$ cat config.mk
export PLATFORM = sky130hd
export DESIGN_NAME = odo_ctrl
export DESIGN_NICKNAME = d
export VERILOG_FILES = /design/src/sv/odo_pkg.sv /design/src/sv/odo_ctrl.sv
export SDC_FILE = /design/constraint.sdc
export NUM_CORES = 1
export LEC_CHECK = 0
export BUFFER_PORTS_ARGS = -buffer_cell sky130_fd_sc_hd__buf_2
export CAP_MARGIN = 5
export CORE_AREA = 4 4 41 43
export CTS_CLUSTER_DIAMETER = 30
export DETAILED_ROUTE_END_ITERATION = 10
export DIE_AREA = 0 0 45 47
export PLACE_DENSITY = 0.62
export SYNTH_ARGS = -nofsm -noshare
export SYNTH_HDL_FRONTEND = slang
export SYNTH_SLANG_ARGS = --single-unit
$ cat constraint.sdc
create_clock -name clk -period 1.7 [get_ports clk]
set_clock_uncertainty 0.15 [all_clocks]
set_input_delay 0.17 -clock clk [delete_from_list [all_inputs] [get_ports clk]]
set_output_delay 0.17 -clock clk [all_outputs]
set_load 0.005 [all_outputs]
$ cat src/sv/odo_pkg.sv
// ----------------------------------------------------------------------------
// odo_pkg
// Shared types, constants and the arctangent table for the wheel odometry
// block.
// ----------------------------------------------------------------------------
package odo_pkg;

  // Field widths
  localparam int INC_W      = 24;
  localparam int POS_W      = 32;
  localparam int ANGLE_W    = 32;
  localparam int DGAIN_W    = 24;
  localparam int TGAIN_W    = 32;
  localparam int APB_DATA_W = 32;
  localparam int APB_ADDR_W = 3;
  localparam int ATAN_IDX_W = 5;

  // CORDIC iteration count: default and upper bound
  localparam int ANGLE_ITERATIONS_DEFAULT = 16;
  localparam int ANGLE_ITERATIONS_MAX     = 32;

  // Register reset values
  localparam logic [DGAIN_W-1:0] DIST_GAIN_RESET = 24'd168611;
  localparam logic [TGAIN_W-1:0] TURN_GAIN_RESET = 32'd241047395;

  // CORDIC gain compensation, 0.6072529 in Q0.28
  localparam logic [27:0] CORDIC_GAIN = 28'd163008219;

  // Register indexes (paddr word index)
  localparam logic REG_DISTANCE_GAIN = 1'b0;
  localparam logic REG_TURN_GAIN     = 1'b1;

  typedef struct packed {
    logic signed [INC_W-1:0] left_increment;
    logic signed [INC_W-1:0] right_increment;
  } in_t;

  typedef struct packed {
    logic signed [POS_W-1:0] pos_x;
    logic signed [POS_W-1:0] pos_y;
    logic [ANGLE_W-1:0]      heading_angle;
  } out_t;

  // Controller to datapath commands
  typedef struct packed {
    logic                  accept;   // form both gain products
    logic                  scale;    // round products, form mid-step heading
    logic                  mul;      // gain-compensate the distance
    logic                  prep;     // fold quadrant, load rotation registers
    logic                  step;     // one CORDIC micro-rotation
    logic                  commit;   // add displacement to pose
    logic [ATAN_IDX_W-1:0] iter_idx;
  } cmd_t;

  function automatic logic [31:0] atan_lut(input logic [ATAN_IDX_W-1:0] idx);
    logic [31:0] v;
    case (idx)
      5'd0:    v = 32'h20000000;
      5'd1:    v = 32'h12E4051E;
      5'd2:    v = 32'h09FB385B;
      5'd3:    v = 32'h051111D4;
      5'd4:    v = 32'h028B0D43;
      5'd5:    v = 32'h0145D7E1;
      5'd6:    v = 32'h00A2F61E;
      5'd7:    v = 32'h00517C55;
      5'd8:    v = 32'h0028BE53;
      5'd9:    v = 32'h00145F2F;
      5'd10:   v = 32'h000A2F98;
      5'd11:   v = 32'h000517CC;
      5'd12:   v = 32'h00028BE6;
      5'd13:   v = 32'h000145F3;
      5'd14:   v = 32'h0000A2FA;
      5'd15:   v = 32'h0000517D;
      5'd16:   v = 32'h000028BE;
      5'd17:   v = 32'h0000145F;
      5'd18:   v = 32'h00000A30;
      5'd19:   v = 32'h00000518;
      5'd20:   v = 32'h0000028C;
      5'd21:   v = 32'h00000146;
      5'd22:   v = 32'h000000A3;
      5'd23:   v = 32'h00000051;
      5'd24:   v = 32'h00000029;
      5'd25:   v = 32'h00000014;
      5'd26:   v = 32'h0000000A;
      5'd27:   v = 32'h00000005;
      5'd28:   v = 32'h00000003;
      5'd29:   v = 32'h00000001;
      5'd30:   v = 32'h00000001;
      default: v = 32'h00000000;
    endcase
    return v;
  endfunction

endpackage

$ cat src/sv/odo_ctrl.sv
// ----------------------------------------------------------------------------
// odo_ctrl
// Step sequencer: walks one item through products, scaling, the CORDIC
// loop and the pose commit, and owns both handshakes.
// ----------------------------------------------------------------------------
module odo_ctrl #(
  parameter int ANGLE_ITERATIONS = odo_pkg::ANGLE_ITERATIONS_DEFAULT
) (
  input  logic           clk,
  input  logic           rst_n,
  input  logic           in_valid,
  output logic           in_ready,
  output logic           out_valid,
  input  logic           out_ready,
  output odo_pkg::cmd_t  cmd
);
  import odo_pkg::*;

  localparam int IW = (ANGLE_ITERATIONS > 1) ? $clog2(ANGLE_ITERATIONS) : 1;

  localparam logic [2:0] S_IDLE  = 3'd0;
  localparam logic [2:0] S_SCALE = 3'd1;
  localparam logic [2:0] S_MUL   = 3'd2;
  localparam logic [2:0] S_PREP  = 3'd3;
  localparam logic [2:0] S_ITER  = 3'd4;
  localparam logic [2:0] S_DONE  = 3'd5;

  logic [2:0]    state_r, state_nxt;
  logic [IW-1:0] iter_r, iter_nxt;
  logic          out_valid_r, out_valid_nxt;
  logic          iter_last;
  logic          commit;

  assign iter_last = (iter_r == IW'(ANGLE_ITERATIONS - 1));
  // The pose registers are the output register: update only once the
  // previous result has left.
  assign commit    = (state_r == S_DONE) && (!out_valid_r || out_ready);
  assign in_ready  = (state_r == S_IDLE);
  assign out_valid = out_valid_r;

  always_comb begin
    state_nxt = state_r;
    iter_nxt  = iter_r;
    case (state_r)
      S_IDLE:  if (in_valid) state_nxt = S_SCALE;
      S_SCALE: state_nxt = S_MUL;
      S_MUL:   state_nxt = S_PREP;
      S_PREP: begin
        state_nxt = S_ITER;
        iter_nxt  = '0;
      end
      S_ITER: begin
        iter_nxt = iter_r + 1'b1;
        if (iter_last) state_nxt = S_DONE;
      end
      S_DONE:  if (commit) state_nxt = S_IDLE;
      default: state_nxt = S_IDLE;
    endcase
  end

  always_comb begin
    out_valid_nxt = out_valid_r;
    if (commit) begin
      out_valid_nxt = 1'b1;
    end else if (out_ready) begin
      out_valid_nxt = 1'b0;
    end
  end

  always_ff @(posedge clk) begin
    if (!rst_n) begin
      state_r     <= S_IDLE;
      iter_r      <= '0;
      out_valid_r <= 1'b0;
    end else begin
      state_r     <= state_nxt;
      iter_r      <= iter_nxt;
      out_valid_r <= out_valid_nxt;
    end
  end

  always_comb begin
    cmd.accept   = in_valid && (state_r == S_IDLE);
    cmd.scale    = (state_r == S_SCALE);
    cmd.mul      = (state_r == S_MUL);
    cmd.prep     = (state_r == S_PREP);
    cmd.step     = (state_r == S_ITER);
    cmd.commit   = commit;
    cmd.iter_idx = ATAN_IDX_W'(iter_r);
  end

endmodule

==> reports/qor.yml, run 1 <==
dp_cells: 78
arrival_ns: 1.20
die_h_um: 47
drv_cap: 0
yosysSeqAreaShare: 0.370
power_leakage_nw: 0.250
io_pins: 17
synthesis.area_um2: 433
synth_top_area_cell: "dfxtp_1"
dp_hpwl_um: 650
hold_depth: 3
p_clk_frac: 0.341
syn_to_final_growth_pct: 21.1
switchingPower_w: 0.000108
drtIter0Drc: 6
synth_area_leaders: "dfxtp_1 (37%), buf_4 (5.2%), nand2b_1 (4.3%)"
tns_ns: 0
ir_worst_vdd_mv: 0.301
synth_xor_xnor_area_share: 0.0202
hold_path.startpoint: "rst_n"
overflow: 0
required_ns: 1.38
whs_ns: 0.0781
yosys.area_share.adder: 0.0289
core-area_um2: 1300
r2r_slack_ns: 0.34
crit_chain: "nor3b_4 -> buf_2"
vias: 390
antenna_found_initial: 0
swShare: 0.261
grt_pass1_vias: 335
hold_end: "iter_r[1]$_SDFFE_PN0P_"
clk_pin_slew_ns: 0.05
place.port_buffers: 15
cp-end-kind: "output port"
avgSynthCellArea_um2: 8.33
drive_gt1_frac: 0.318
yosysMostFrequentCell: "dfxtp_1"
p_comb_frac: 0.146
synthMuxAreaShare: 0.0231
finalHoldViolations: 0
die_width_um: 45
setup_slack_ns: 0.185
worstHoldPathType: "in -> reg"
fin_util: 0.403
diodes: 0
initial_core_util: 0.333
synth_top_family_by_area: "simple AND/OR/NAND/NOR gates"
period_needed_ns: 1.52
max_freq_ghz: 0.660
netlist.area_leader.share: 0.370
cts_root_buf: "clkbuf_4"
holdBufCountCts: 0
cp_top_family: "flip-flops"
avgRoutedWirePerCell_um: 10.3
worstPathMaxFanout: 8
synth_ff_type: "dfxtp_1"
synth_warnings: 0
synth_fp_nets: 57
reg2reg_to: "iter_r[2]$_SDFFE_PN0P_"
grt_util_all_layers: 0.0912
async_reset_ff_frac: 0
power.internal_w: 0.000307
drt-total-wl_um: 833
via_per_inst: 4.81
timing.final.crit_share: 0.891
numCtsBuffers: 3
clkSinkCount: 8
dieArea_um2: 2120
firstDrtPassIters: 2
slew_violations: 0
h-tree-depth: 1
clkLatencyLatePin_ns: 0.25
ant_nets: 0
cts_tree: "yes"
worst_setup_path_start_kind: "flop"
cpPeakStageDelay_ns: 0.41
synth_edf_count: 0
synth-compound-area-share: 0.130
cpMaxStageDelayCell: "dfxtp_1"
drc_errors: 0
synth.distinct_cells: 23
num_rows: 13
cp.buffers_inverters: 1
grt_pass1_wl_mm: 1.39
place_ws_ns: 0.337
rr_worst_depth: 3
timing.final.setup_violations: 0
r2r-start: "state_r[2]$_SDFFE_PN0P_"
cts_buffer_depth: 2
seqPwrFrac: 0.514
grt_max_degree: 10
stdcell_count: 81
yosys.area_share.simple: 0.329
synth_cells: 52
outcome: "finished, final reports clean"
nNetsFinal: 73
cellPowerDensity_nw_per_um2: 792
synth-seq-cells: 8
place_congestion: 0.720
rsz0062_at_grt: "false"
path_class: "reg -> out"
[how the worst max path moves through the flow]
stage	from	depth (start not counted)	to	slack [ns]
after CTS	state_r[2]$_SDFFE_PN0P_	4	cmd[5]	0.16
after detailed placement	state_r[2]$_SDFFE_PN0P_	3	iter_r[2]$_SDFFE_PN0P_	0.34
after global routing	state_r[2]$_SDFFE_PN0P_	4	cmd[5]	0.07
final	state_r[2]$_SDFFE_PN0P_	2	cmd[6]	0.18
after floorplan	state_r[1]$_SDFFE_PN0P_	4	iter_r[2]$_SDFFE_PN0P_	0.39
after global placement	state_r[2]$_SDFFE_PN0P_	3	iter_r[2]$_SDFFE_PN0P_	0.37
[final cells by class]
class / instances / area [um2]
well taps: 15 / 18.8
inverters: 3 / 11.3
clock buffers: 3 / 22.5
multi-input cells: 37 / 236
repair buffers: 15 / 75.1
flip-flops and latches: 8 / 160
fillers: 143 / 777
[kinds of logic (layout without fill, tap and decap cells)]
group,Yosys count,in the layout
xor gates and xnor gates,1,1
AOI/OAI and AO/OA,9,9
and+or+nand+nor,24,24
muxes,1,1
buffers and inverters,7,21
other,1,1
DFF,8,8
adders and majority gates,1,1
[state kept, by name (all words and copies together) (netlist names)]
| signal | flops |
|---|---|
| iter_r | 4 |
| out_valid | 1 |
| state_r | 3 |
[cells in the final DEF, fill, tap and decap left out]
cell type,count
mux2i_1,1
nand3_1,3
nand2_1,3
a31oi_1,1
o21ai_1,1
nor2_1,3
a311oi_2,1
nand3b_1,2
o21ai_0,3
conb_1,1
nor2b_2,1
xnor2_1,1
nor3b_4,1
nand2b_1,3
nor3_1,3
dfxtp_1,8
nand4_1,2
and2_1,2
inv_1,3
a21oi_1,3
clkbuf_4,3
buf_2,15
nor2b_1,1
ha_1,1
[per-layer routing]
layer  wire length, um  vias up  GRT usage
li1                  -      207          -
met1               406      172      0.122
met2               364       11      0.124
met3                62        0     0.0230
met4                 0        0     0.0702
met5                 0        -          0
[repair_timing]
item | in CTS | in global routing
resized for setup | 0 | 1
endpoints found under the setup margin | 0 | 1
setup buffers | 0 | 0
[worst min-delay path: cells and delay by family]
family | cells | cell delay, ns
buffers and inverters | 1 | 0.14
and+or+nand+nor | 1 | 0.07
AOI/OAI and AO/OA | 1 | 0.05
[power by group through the flow]
stage	Sequential (W)	Clock, W	Combinational [W]
3_3_place_gp	0.000216	0	0.0000607
6_report	0.000213	0.000142	0.0000604
3_5_place_dp	0.000217	0	0.0000607
2_1_floorplan	0.000202	0	0.0000554
4_1_cts	0.000213	0.000148	0.0000612
5_1_grt	0.000215	0.000152	0.0000704
[stage by stage]
stage                     cell area (um2)  total power (W)
after floorplan                       433         0.000258
after global placement                499         0.000277
after detailed placement              499         0.000277
after CTS                             522         0.000422
after global routing                  524         0.000438
final                                 524         0.000415
No activity file was read; power rests on OpenSTA's default activity.
==> run 2: changes to the inputs <==
--- a/config.mk
+++ b/config.mk
@@ -12,6 +12,7 @@
 export DETAILED_ROUTE_END_ITERATION = 10
 export DIE_AREA = 0 0 45 47
 export PLACE_DENSITY = 0.62
+export RECOVER_POWER = 25
 export SYNTH_ARGS = -nofsm -noshare
 export SYNTH_HDL_FRONTEND = slang
 export SYNTH_SLANG_ARGS = --single-unit
==> run 2 against run 1 <==
Worst hold slack barely moved; wire length rose by 0.12%; clock power barely moved; critical path type unchanged; largest power group unchanged.
==> reports/qor.yml, run 2 (same netlist as run 1, synthesis figures left out) <==
grt_max_degree: 10
timing.final.crit_share: 0.891
die_h_um: 47
path_class: "reg -> out"
firstDrtPassIters: 2
overflow: 0
diodes: 0
cp.buffers_inverters: 1
dp_hpwl_um: 650
design_area_um2: 520
cts_root_buf: "clkbuf_4"
arrival_ns: 1.19
highest_layer: "met3"
timing.final.setup_violations: 0
rsz0062_at_grt: "false"
numCtsBuffers: 3
slew_violations: 0
vias: 388
drc_errors: 0
max_freq_ghz: 0.660
dieArea_um2: 2120
num_rows: 13
period_needed_ns: 1.51
post_cts_buffers: 0
cellPowerDensity_nw_per_um2: 798
top_register: "iter_r"
power_leakage_nw: 0.237
ir_worst_vdd_mv: 0.302
core-area_um2: 1300
most-common-layout-cells: "buf_2 (12), dfxtp_1 (8)"
crit_chain: "nor3b_4 -> buf_2"
finalHoldViolations: 0
antenna_found_initial: 0
largest_reg_flops: 4
power_w: 0.000415
ant_nets: 0
wl_met2_um: 368
cpPeakStageDelay_ns: 0.41
drt-total-wl_um: 834
cp_top_family: "flip-flops"
outcome: "finished, final reports clean"
wl_met1_um: 398
syn_to_final_growth_pct: 20.2
place.port_buffers: 15
mostFrequentLayoutCell: "buf_2"
cp-end-kind: "output port"
grt_pass1_wl_mm: 1.39
worstHoldPathType: "in -> reg"
cts_buffer_depth: 2
drv_cap: 0
fin_util: 0.400
nNetsFinal: 73
die_width_um: 45
wl_met3_um: 67
via_per_inst: 4.79
cts_tree: "yes"
drtIter0Drc: 2
clkLatencyLatePin_ns: 0.25
tns_ns: 0
cpMaxStageDelayCell: "dfxtp_1"
worst_setup_path_start_kind: "flop"
required_ns: 1.38
avgRoutedWirePerCell_um: 10.3
place_congestion: 0.720
grt_pass1_vias: 335
clk_pin_slew_ns: 0.05
drive_gt1_frac: 0.273
io_pins: 17
holdBufCountCts: 0
dpl-instance-area_um2: 499
initial_core_util: 0.333
clkSinkCount: 8
h-tree-depth: 1
worstPathMaxFanout: 8
grt_util_all_layers: 0.0912
==> run 2: changes by cell type in the layout (fill, tap and decap cells not counted) <==
cell and change:
buf_2 -3, clkbuf_1 +3
==> run 2: repair_timing <==
action / CTS / global route
resized for setup: 0 / 1
hold endpoints to repair: 0 / 0
endpoints found under the setup margin: 0 / 1
==> run 2: worst min-delay path: cells and delay by family <==
family	cells	cell delay (ns)
compound gates	1	0.05
buf+inv	1	0.14
simple gates	1	0.07
==> run 2: metal layers <==
metal / global-route usage / vias up
met2: 0.124 / 11
met5: 0 / -
met3: 0.0230 / 0
met4: 0.0702 / 0
li1: - / 207
met1: 0.122 / 170
==> run 2: stage by stage <==
step | hold WS (ns) | instances | setup slack (ns)
final | 0.0777 | 81 | 0.185
after global routing | 0.0937 | 81 | 0.0681
after CTS | 0.0739 | 81 | 0.162
after detailed placement | 0.334 | 78 | 0.337
after global placement | 0.343 | 78 | 0.367
after floorplan | 0.159 | 52 | 0.390
==> run 2: path summary, 6_finish.rpt <==
path / slack (ns) / cells past startpoint / end / start
min reg2reg: 0.34 / 2 / iter_r[1]$_SDFFE_PN0P_ / iter_r[1]$_SDFFE_PN0P_
max reg2reg: 0.34 / 3 / iter_r[2]$_SDFFE_PN0P_ / state_r[2]$_SDFFE_PN0P_
max: 0.19 / 2 / cmd[6] / state_r[2]$_SDFFE_PN0P_
min: 0.08 / 3 / iter_r[1]$_SDFFE_PN0P_ / rst_n
==> run 2: area by class of cell <==
type                            count  area [um2]
Fill cell                         143         781
Multi-Input combinational cell     37         236
Sequential cell                     8         160
Timing Repair Buffer               15        71.3
Clock buffer                        3        22.5
Tap cell                           15        18.8
Inverter                            3        11.3
==> run 2: power by group <==
group	internal [W]	switching [W]	total (W)
registers	0.000196	0.0000178	0.000213
logic	0.0000308	0.0000295	0.0000603
clock network	0.0000806	0.0000612	0.000142
