**src/sv/odo_pkg.sv**
```systemverilog
// ----------------------------------------------------------------------------
// odo_pkg
// Shared types, constants and the arctangent table for the wheel odometry
// block.
// ----------------------------------------------------------------------------
package odo_pkg;

  // Field widths
  localparam int INC_W      = 24;
  localparam int POS_W      = 32;
  localparam int ANGLE_W    = 32;
  localparam int DGAIN_W    = 24;
  localparam int TGAIN_W    = 32;
  localparam int APB_DATA_W = 32;
  localparam int APB_ADDR_W = 3;
  localparam int ATAN_IDX_W = 5;

  // CORDIC iteration count: default and upper bound
  localparam int ANGLE_ITERATIONS_DEFAULT = 16;
  localparam int ANGLE_ITERATIONS_MAX     = 32;

  // Register reset values
  localparam logic [DGAIN_W-1:0] DIST_GAIN_RESET = 24'd168611;
  localparam logic [TGAIN_W-1:0] TURN_GAIN_RESET = 32'd241047395;

  // CORDIC gain compensation, 0.6072529 in Q0.28
  localparam logic [27:0] CORDIC_GAIN = 28'd163008219;

  // Register indexes (paddr word index)
  localparam logic REG_DISTANCE_GAIN = 1'b0;
  localparam logic REG_TURN_GAIN     = 1'b1;

  typedef struct packed {
    logic signed [INC_W-1:0] left_increment;
    logic signed [INC_W-1:0] right_increment;
  } in_t;

  typedef struct packed {
    logic signed [POS_W-1:0] pos_x;
    logic signed [POS_W-1:0] pos_y;
    logic [ANGLE_W-1:0]      heading_angle;
  } out_t;

  // Controller to datapath commands
  typedef struct packed {
    logic                  accept;   // form both gain products
    logic                  scale;    // round products, form mid-step heading
    logic                  mul;      // gain-compensate the distance
    logic                  prep;     // fold quadrant, load rotation registers
    logic                  step;     // one CORDIC micro-rotation
    logic                  commit;   // add displacement to pose
    logic [ATAN_IDX_W-1:0] iter_idx;
  } cmd_t;

  function automatic logic [31:0] atan_lut(input logic [ATAN_IDX_W-1:0] idx);
    logic [31:0] v;
    case (idx)
      5'd0:    v = 32'h20000000;
      5'd1:    v = 32'h12E4051E;
      5'd2:    v = 32'h09FB385B;
      5'd3:    v = 32'h051111D4;
      5'd4:    v = 32'h028B0D43;
      5'd5:    v = 32'h0145D7E1;
      5'd6:    v = 32'h00A2F61E;
      5'd7:    v = 32'h00517C55;
      5'd8:    v = 32'h0028BE53;
      5'd9:    v = 32'h00145F2F;
      5'd10:   v = 32'h000A2F98;
      5'd11:   v = 32'h000517CC;
      5'd12:   v = 32'h00028BE6;
      5'd13:   v = 32'h000145F3;
      5'd14:   v = 32'h0000A2FA;
      5'd15:   v = 32'h0000517D;
      5'd16:   v = 32'h000028BE;
      5'd17:   v = 32'h0000145F;
      5'd18:   v = 32'h00000A30;
      5'd19:   v = 32'h00000518;
      5'd20:   v = 32'h0000028C;
      5'd21:   v = 32'h00000146;
      5'd22:   v = 32'h000000A3;
      5'd23:   v = 32'h00000051;
      5'd24:   v = 32'h00000029;
      5'd25:   v = 32'h00000014;
      5'd26:   v = 32'h0000000A;
      5'd27:   v = 32'h00000005;
      5'd28:   v = 32'h00000003;
      5'd29:   v = 32'h00000001;
      5'd30:   v = 32'h00000001;
      default: v = 32'h00000000;
    endcase
    return v;
  endfunction

endpackage

```
**src/sv/odo_regs.sv**
```systemverilog
// ----------------------------------------------------------------------------
// odo_regs
// APB-style configuration registers: distance gain and turn gain.
// ----------------------------------------------------------------------------
module odo_regs (
  input  logic                            clk,
  input  logic                            rst_n,
  input  logic                            cfg_psel,
  input  logic                            cfg_penable,
  input  logic                            cfg_pwrite,
  input  logic [odo_pkg::APB_ADDR_W-1:0]  cfg_paddr,
  input  logic [odo_pkg::APB_DATA_W-1:0]  cfg_pwdata,
  output logic [odo_pkg::APB_DATA_W-1:0]  cfg_prdata,
  output logic                            cfg_pready,
  output logic [odo_pkg::DGAIN_W-1:0]     distance_gain,
  output logic [odo_pkg::TGAIN_W-1:0]     turn_gain
);
  import odo_pkg::*;

  logic [DGAIN_W-1:0] dist_gain_r;
  logic [TGAIN_W-1:0] turn_gain_r;
  logic               wr_en;
  logic               reg_idx;

  assign cfg_pready = 1'b1;
  assign wr_en      = cfg_psel && cfg_penable && cfg_pwrite;
  assign reg_idx    = cfg_paddr[2];

  always_ff @(posedge clk) begin
    if (!rst_n) begin
      dist_gain_r <= DIST_GAIN_RESET;
      turn_gain_r <= TURN_GAIN_RESET;
    end else if (wr_en) begin
      case (reg_idx)
        REG_DISTANCE_GAIN: dist_gain_r <= cfg_pwdata[DGAIN_W-1:0];
        REG_TURN_GAIN:     turn_gain_r <= cfg_pwdata[TGAIN_W-1:0];
        default:           ;
      endcase
    end
  end

  always_comb begin
    case (reg_idx)
      REG_DISTANCE_GAIN: cfg_prdata = APB_DATA_W'(dist_gain_r);
      REG_TURN_GAIN:     cfg_prdata = APB_DATA_W'(turn_gain_r);
      default:           cfg_prdata = '0;
    endcase
  end

  assign distance_gain = dist_gain_r;
  assign turn_gain     = turn_gain_r;

endmodule

```
**config.mk**
```make
export PLATFORM = sky130hd
export DESIGN_NAME = odo_regs
export DESIGN_NICKNAME = d
export VERILOG_FILES = /design/src/sv/odo_pkg.sv /design/src/sv/odo_regs.sv
export SDC_FILE = /design/constraint.sdc
export NUM_CORES = 1
export LEC_CHECK = 0
export BUFFER_PORTS_ARGS = -buffer_cell sky130_fd_sc_hd__clkbuf_2
export CORE_MARGIN = 2
export CORE_UTILIZATION = 41
export CTS_CLUSTER_SIZE = 16
export DETAILED_ROUTE_END_ITERATION = 6
export GPL_TIMING_DRIVEN = 0
export PLACE_DENSITY = 0.81
export SETUP_SLACK_MARGIN = 0.05
export SYNTH_ARGS = -nofsm -noshare
export SYNTH_HDL_FRONTEND = slang
export SYNTH_SLANG_ARGS = --single-unit
export TNS_END_PERCENT = 5
```
**constraint.sdc**
```tcl
create_clock -name clk -period 0.9 [get_ports clk]
set_input_delay 0.09 -clock clk [delete_from_list [all_inputs] [get_ports clk]]
set_output_delay 0.09 -clock clk [all_outputs]
set_load 0.01 [all_outputs]
```
==> results.json, run 1 <==
{
  "outcome": "complete, but fails checks",
  "failed_checks": "negative setup slack",
  "post-place-cells": 468,
  "initialDrtViolationCount": 66,
  "crit_path_end_kind": "primary output",
  "io-pin-count": 129,
  "ff2ff_setup_slack_ns": 0.05,
  "antenna_violating_nets_post_route": 0,
  "antenna_cells": 0,
  "first_global_vias": 2304,
  "initial_antenna_violation_count": 0,
  "critical_path.top_delay_family": "flip-flops",
  "area_growth_syn_to_layout_pct": 47.6,
  "postLayoutSetupSlackWorst_ns": -0.243,
  "clkLatencyLatePin_ns": 0.30,
  "dp_hpwl_um": 5140,
  "fp.dieW_um": 84.3,
  "cts-buffers-inserted": 5,
  "avgRoutedWirePerCell_um": 14.9,
  "worstSetupStartpointType": "flop",
  "netlist_cell_types": 15,
  "core-area_um2": 6280,
  "crit_buf_inv": 1,
  "postSynthAreaPerCell_um2": 9.87,
  "portBuffers": 123,
  "globalRoute.totalOverflow": 0,
  "grt_first_pass_wirelength_um": 11400,
  "worstPathCellList": "mux2_2 -> clkbuf_2",
  "grt_max_degree": 18,
  "drv_cap": 0,
  "crit_fanout": 3,
  "die-area_um2": 7110,
  "cts_tree": "done",
  "fraction_of_final_layout_cells_sized_beyond_drive_strength_1_pct": 58.1,
  "clkSinkCount": 56,
  "die_h_um": 84.3,
  "ys_warn_count": 0,
  "globalplace.congestion": 0.743,
  "detailroute.via_count": 2371,
  "fin_crit_ns": 1.14,
  "slew-limit-headroom_pct": 62.2,
  "clkSlewWorstSetupHoldPaths_ns": 0.10,
  "p_leak_uw": 0.00177,
  "setup_repair_after_global_routing_missed_its_margin": "true",
  "avgViaCountPerCell": 4.79,
  "postSynthRegisterBits": 56,
  "global_route_usage_sum_pct": 20.1,
  "path_class": "reg2out",
  "tightest_slew_ns": 0.568,
  "std_cell_rows": 29,
  "stdcell_count": 495,
  "crit_path_arrival_time_ns": 1.05,
  "clockRootBuffer": "sky130_fd_sc_hd__clkbuf_8",
  "synth.cell_area_um2": 2650,
  "post_route_total_power_uw": 5520,
  "synthesis.nets": 308,
  "min_period_over_period_pct": 127,
  "ctsLongestPathBuffers": 2,
  "start_util_pct": 42.1,
  "seq_area_frac_synth_pct": 42.4,
  "post_synth_inst_count": 268,
  "report.final.setup_viol": 44,
  "critPathMaxStageDelay_ns": 0.35,
  "power_density_nw_per_um2": 1410,
  "cts-htree-levels": 2,
  "required_ns": 0.81,
  "max_freq_mhz": 875,
  "worst_ir_drop_vdd_v": 0.000968,
  "final-max-slew-violation-count": 0,
  "detail_route.wirelength_um": 7370,
  "drt_first_pass_iters": 4,
  "drcViolationCount": 0,
  "nNetsFinal": 457,
  "min_delay_worst_type": "in2reg",
  "finClkSkew_ns": 0,
  "slowest_stage": "sky130_fd_sc_hd__dfxtp_2",
  "final-hold-violation-count": 0
}
-- report_power, final --
group	internal, µW	switching, µW
sequential	2540	42.5
clock	1390	816
combinational	373	356
total	4300	1210
-- metal layers --
layer / part of all wire [%] / global-route usage, %
met5: 0 / 0
met4: 0.62 / 3.96
met1: 43 / 24.1
met2: 51 / 36.5
met3: 5.7 / 4.72
-- flip-flops by register name, indices dropped and copies added (netlist names) --
name	flops
turn_gain	32
distance_gain	24
-- cells in the final DEF, fill, tap and decap left out --
cell type                       netlist  layout
sky130_fd_sc_hd__buf_6                2      27
sky130_fd_sc_hd__dlygate4sd3_1        0       4
sky130_fd_sc_hd__conb_1               1       1
sky130_fd_sc_hd__bufinv_16            0       3
sky130_fd_sc_hd__and2_1               8       8
sky130_fd_sc_hd__buf_8                2       3
sky130_fd_sc_hd__mux2_2              24      23
sky130_fd_sc_hd__nand4_1              1       1
sky130_fd_sc_hd__clkbuf_1            10       6
sky130_fd_sc_hd__buf_4                4      15
sky130_fd_sc_hd__nand2_1             55      55
sky130_fd_sc_hd__mux2_4               0       1
sky130_fd_sc_hd__mux2i_1             56      56
sky130_fd_sc_hd__nor2b_1             42      42
sky130_fd_sc_hd__and4b_1              1       1
sky130_fd_sc_hd__dfxtp_2              0      56
sky130_fd_sc_hd__clkbuf_8             0       5
sky130_fd_sc_hd__buf_2                5      31
sky130_fd_sc_hd__clkbuf_2             0      79
sky130_fd_sc_hd__and4_1               1       1
-- per-stage QoR --
stage          cell area [µm²]  hold WS, ns  worst slack (ns)  TNS [ns]  utilization [%]
5_1_grt                   3900      0.00441            -0.280     -9.04             62.2
3_3_place_gp              3360        0.323            -0.226    -12.35             53.5
3_5_place_dp              3360        0.334            -0.282    -13.82             53.5
6_report                  3900      0.00830            -0.243     -6.95             62.2
2_1_floorplan             2650        0.232           -0.0508     -1.02                -
4_1_cts                   3700     0.000231            -0.235     -6.65             58.9
-- Yosys cell counts (all sizes together) --
master / n / area share [%]
nand2: 55 / 7.8
mux2i: 56 / 21
nor2b: 42 / 9.9
and4: 1 / 0.33
conb: 1 / 0.14
and2: 8 / 1.9
and4b: 1 / 0.38
buf: 13 / 4.1
mux2: 24 / 10
nand4: 1 / 0.24
clkbuf: 10 / 1.4
dfxtp: 56 / 42
-- worst min-delay path, cell delays in order --
cell	delay (ns)
sky130_fd_sc_hd__clkbuf_2	0.09
sky130_fd_sc_hd__nand2_1	0.05
sky130_fd_sc_hd__mux2i_1	0.05
-- kinds of logic (layout without fill, tap and decap cells) --
| family | after synthesis | after routing | synth area share (%) |
|---|---|---|---|
| multiplexers | 80 | 80 | 31.4 |
| other | 1 | 1 | 0.142 |
| buffers and inverters | 23 | 173 | 5.49 |
| flip-flops | 56 | 56 | 42.4 |
| AND/OR/NAND/NOR | 108 | 108 | 20.6 |
-- cell type report --
class                   instances  area [µm²]
plain buffers                  23         154
clock buffers                   5        68.8
clock inverters                 3        90.1
fillers                       535        2370
multi-input cells             189        1380
flip-flops and latches         56        1190
well taps                      77        96.3
repair buffers                142         921
-- path summary, 6_finish.rpt --
check / from / to / cells after the start
min: cfg_pwdata[18] / distance_gain[18]$_SDFFE_PN0P_ / 3
max reg2reg: turn_gain[20]$_SDFFE_PN1P_ / turn_gain[20]$_SDFFE_PN1P_ / 4
min reg2reg: turn_gain[29]$_SDFFE_PN0P_ / turn_gain[29]$_SDFFE_PN0P_ / 2
max: turn_gain[0]$_SDFFE_PN1P_ / cfg_prdata[0] / 2
-- repair_timing --
item / CTS / global route
endpoints found under the setup margin: 90 / 89
gates resized for setup: 65 / 73
hold buffers: 3 / 1
endpoints found under the hold margin: 3 / 1
buffers inserted: 7 / 8
(Power assumes the default switching activity.)
==> run 2: changes to the inputs <==
--- a/config.mk
+++ b/config.mk
@@ -5,13 +5,14 @@
 export SDC_FILE = /design/constraint.sdc
 export NUM_CORES = 1
 export LEC_CHECK = 0
+export ABC_AREA = 1
 export BUFFER_PORTS_ARGS = -buffer_cell sky130_fd_sc_hd__clkbuf_2
 export CORE_MARGIN = 2
 export CORE_UTILIZATION = 41
 export CTS_CLUSTER_SIZE = 16
 export DETAILED_ROUTE_END_ITERATION = 6
 export GPL_TIMING_DRIVEN = 0
-export PLACE_DENSITY = 0.81
+export PLACE_DENSITY = 0.82
 export SETUP_SLACK_MARGIN = 0.05
 export SYNTH_ARGS = -nofsm -noshare
 export SYNTH_HDL_FRONTEND = slang
==> run 2 against run 1 <==
The flow still finishes with violations (negative setup slack). Die area fell by 1.8%. Critical path depth increased by 1. Clock skew stayed put. Final cell count rose by 24%. Register-to-register slack better by 0.14 ns. Utilization shrank 1.9 points. Routed wire length grew 8.5%. Sequential share of layout area up 2.3 points. Non-clock buffer count fell by 9. Setup slack better by 0.11 ns. Critical path type unchanged. Largest power group unchanged.
==> results.json, run 2 <==
{
  "postSynthAreaPerCell_um2": 6.44,
  "synth.top_cell.area_share_pct": 43.2,
  "final-max-slew-violation-count": 0,
  "totalNegativeSetupSlack_ns": -2.69,
  "clkSinkCount": 56,
  "final-hold-violation-count": 0,
  "required_ns": 0.81,
  "synth.cell_area_um2": 2600,
  "initialDrtViolationCount": 107,
  "ff2ff_setup_slack_ns": 0.19,
  "fin_crit_ns": 1.04,
  "fp.dieW_um": 83.6,
  "tightest_slew_ns": 0.565,
  "post-place-cells": 601,
  "met2_wirelength_um": 3910,
  "die-area_um2": 6980,
  "worstSetupStartpointType": "flop",
  "fraction_of_final_layout_cells_sized_beyond_drive_strength_1_pct": 41.0,
  "met3WireLength_um": 464,
  "drcViolationCount": 0,
  "grt_first_pass_wirelength_um": 13000,
  "stdcell_count": 616,
  "hold_end": "turn_gain[19]$_SDFFE_PN1P_",
  "portBuffers": 123,
  "drv_cap": 0,
  "clkLatencyLatePin_ns": 0.30,
  "synthesis.nets": 443,
  "netlist_top_cells_area": "sky130_fd_sc_hd__dfxtp_1 (43%), sky130_fd_sc_hd__nand2_1 (23%), sky130_fd_sc_hd__nand3_1 (11%)",
  "ctsLongestPathBuffers": 2,
  "worst_hold_path_startpoint": "cfg_pwdata[19]",
  "slew-limit-headroom_pct": 62.3,
  "drt_first_pass_iters": 4,
  "synth.largest_area_cell": "sky130_fd_sc_hd__dfxtp_1",
  "cts-htree-levels": 2,
  "nNetsFinal": 580,
  "core-area_um2": 6030,
  "crit_fanout": 3,
  "antenna_cells": 0,
  "r2r.worst_path.cells": 3,
  "largest_reg_flops": 32,
  "worst_hold_path.num_cells": 3,
  "antenna_violating_nets_post_route": 0,
  "failed_checks": "negative setup slack",
  "detailroute.via_count": 2900,
  "netlist_cell_types": 14,
  "min_delay_worst_type": "in2reg",
  "ys_warn_count": 0,
  "globalplace.congestion": 0.842,
  "cts-buffers-inserted": 5,
  "setup_repair_after_global_routing_missed_its_margin": "true",
  "cts_tree": "done",
  "postLayoutSetupSlackWorst_ns": -0.138,
  "area_growth_syn_to_layout_pct": 39.9,
  "detail_route.wirelength_um": 8000,
  "grt_max_degree": 16,
  "path_class": "reg2out",
  "post_synth_inst_count": 403,
  "std_cell_rows": 28,
  "clkSlewWorstSetupHoldPaths_ns": 0.10,
  "synth-async-reset-ratio_pct": 0,
  "dp_hpwl_um": 5730,
  "power_density_nw_per_um2": 1370,
  "start_util_pct": 43.1,
  "first_global_vias": 2726,
  "globalRoute.totalOverflow": 0,
  "maxUsedRoutingLayer": "met4",
  "avgRoutedWirePerCell_um": 13.0,
  "worst_ir_drop_vdd_v": 0.000741,
  "die_h_um": 83.6,
  "timing.rr.start": "distance_gain[10]$_SDFFE_PN0P_",
  "outcome": "complete, but fails checks",
  "seq_area_frac_synth_pct": 43.2,
  "crit_path_end_kind": "primary output",
  "initial_antenna_violation_count": 0,
  "post_route_total_power_uw": 4960,
  "io-pin-count": 129,
  "synth_enable_flop_cells": 0,
  "min_period_over_period_pct": 115,
  "clockRootBuffer": "sky130_fd_sc_hd__clkbuf_8",
  "synthTopCellsByCount": "sky130_fd_sc_hd__nand2_1 (162), sky130_fd_sc_hd__nor2_1 (64), sky130_fd_sc_hd__dfxtp_1 (56), sky130_fd_sc_hd__nand3_1 (56), sky130_fd_sc_hd__inv_1 (32)",
  "avgViaCountPerCell": 4.71,
  "crit_path_arrival_time_ns": 0.95,
  "regToRegEndpoint": "distance_gain[10]$_SDFFE_PN0P_",
  "leading_cell_type_in_the_layout_fill_and_taps_excluded": "sky130_fd_sc_hd__nand2_1",
  "leading_register_cell_type_out_of_synthesis": "sky130_fd_sc_hd__dfxtp_1",
  "finClkSkew_ns": 0,
  "layout.cells.most_common_list": "sky130_fd_sc_hd__nand2_1 (159), sky130_fd_sc_hd__buf_2 (75), sky130_fd_sc_hd__nor2_1 (64)",
  "p_leak_uw": 0.00206,
  "routedLengthMet1_um": 3560,
  "report.final.setup_viol": 36,
  "max_freq_mhz": 964,
  "global_route_usage_sum_pct": 22.9,
  "synth.most_common_cell": "sky130_fd_sc_hd__nand2_1",
  "postSynthRegisterBits": 56
}
[run 2: routing by layer]
layer / vias to the layer above / track usage [%]
met3: 8 / 3.26
met2: 114 / 39.3
met5: - / 0
li1: 1487 / -
met1: 1291 / 29.8
met4: 0 / 6.45
[run 2: area by class of cell]
type	instances	area [µm²]
multi-input cells	288	1190
clock buffers	8	90.1
well taps	75	93.8
plain buffers	26	180
repair buffers	130	761
fillers	595	2390
inverters	33	126
flip-flops and latches	56	1190
[run 2: worst max-delay path by stage]
stage / start / endpoint / slack [ns] / depth (start not counted)
after detailed placement: cfg_paddr[2] / cfg_prdata[22] / -0.30 / 6
after global placement: cfg_paddr[2] / cfg_prdata[15] / -0.31 / 6
after floorplan: cfg_paddr[2] / cfg_prdata[14] / 0.07 / 5
final: distance_gain[22]$_SDFFE_PN0P_ / cfg_prdata[22] / -0.14 / 3
after CTS: distance_gain[22]$_SDFFE_PN0P_ / cfg_prdata[22] / -0.12 / 3
after global routing: distance_gain[22]$_SDFFE_PN0P_ / cfg_prdata[22] / -0.18 / 3
[run 2: where the power goes]
| part | switching [µW] | internal [µW] |
|---|---|---|
| logic | 518 | 377 |
| clock network | 782 | 631 |
| registers | 71.4 | 2580 |
| total | 1370 | 3590 |
[run 2: cells by family after synthesis]
family                 Yosys count  share of synthesized area, %
flip-flops                      56                          43.2
buffers and inverters           59                          11.3
other                            1                         0.144
AND/OR/NAND/NOR                287                          45.4
[run 2: timing repair]
| item | 4_1_cts | 5_1_grt |
|---|---|---|
| endpoints found under the setup margin | 88 | 102 |
| hold endpoints to repair | 2 | 0 |
| pin swaps | 7 | 8 |
| hold buffers | 2 | 0 |
| buffers inserted | 1 | 4 |
| gates resized for setup | 62 | 100 |
[run 2: through the flow]
step | hold WS, ns | worst slack [ns] | utilization (%) | instance area (µm²)
4_1_cts | 0.0131 | -0.125 | 58.3 | 3510
2_1_floorplan | 0.216 | 0.0663 | - | 2600
3_5_place_dp | 0.307 | -0.301 | 54.9 | 3310
3_3_place_gp | 0.307 | -0.311 | 54.9 | 3310
5_1_grt | 0.0113 | -0.178 | 60.3 | 3630
6_report | 0.0156 | -0.138 | 60.3 | 3630
[run 2: worst max-delay path: stages (launching register included)]
cell and delay, ns:
sky130_fd_sc_hd__dfxtp_2 0.36, sky130_fd_sc_hd__nand2_1 0.06, sky130_fd_sc_hd__nand2_1 0.09, sky130_fd_sc_hd__buf_2 0.13
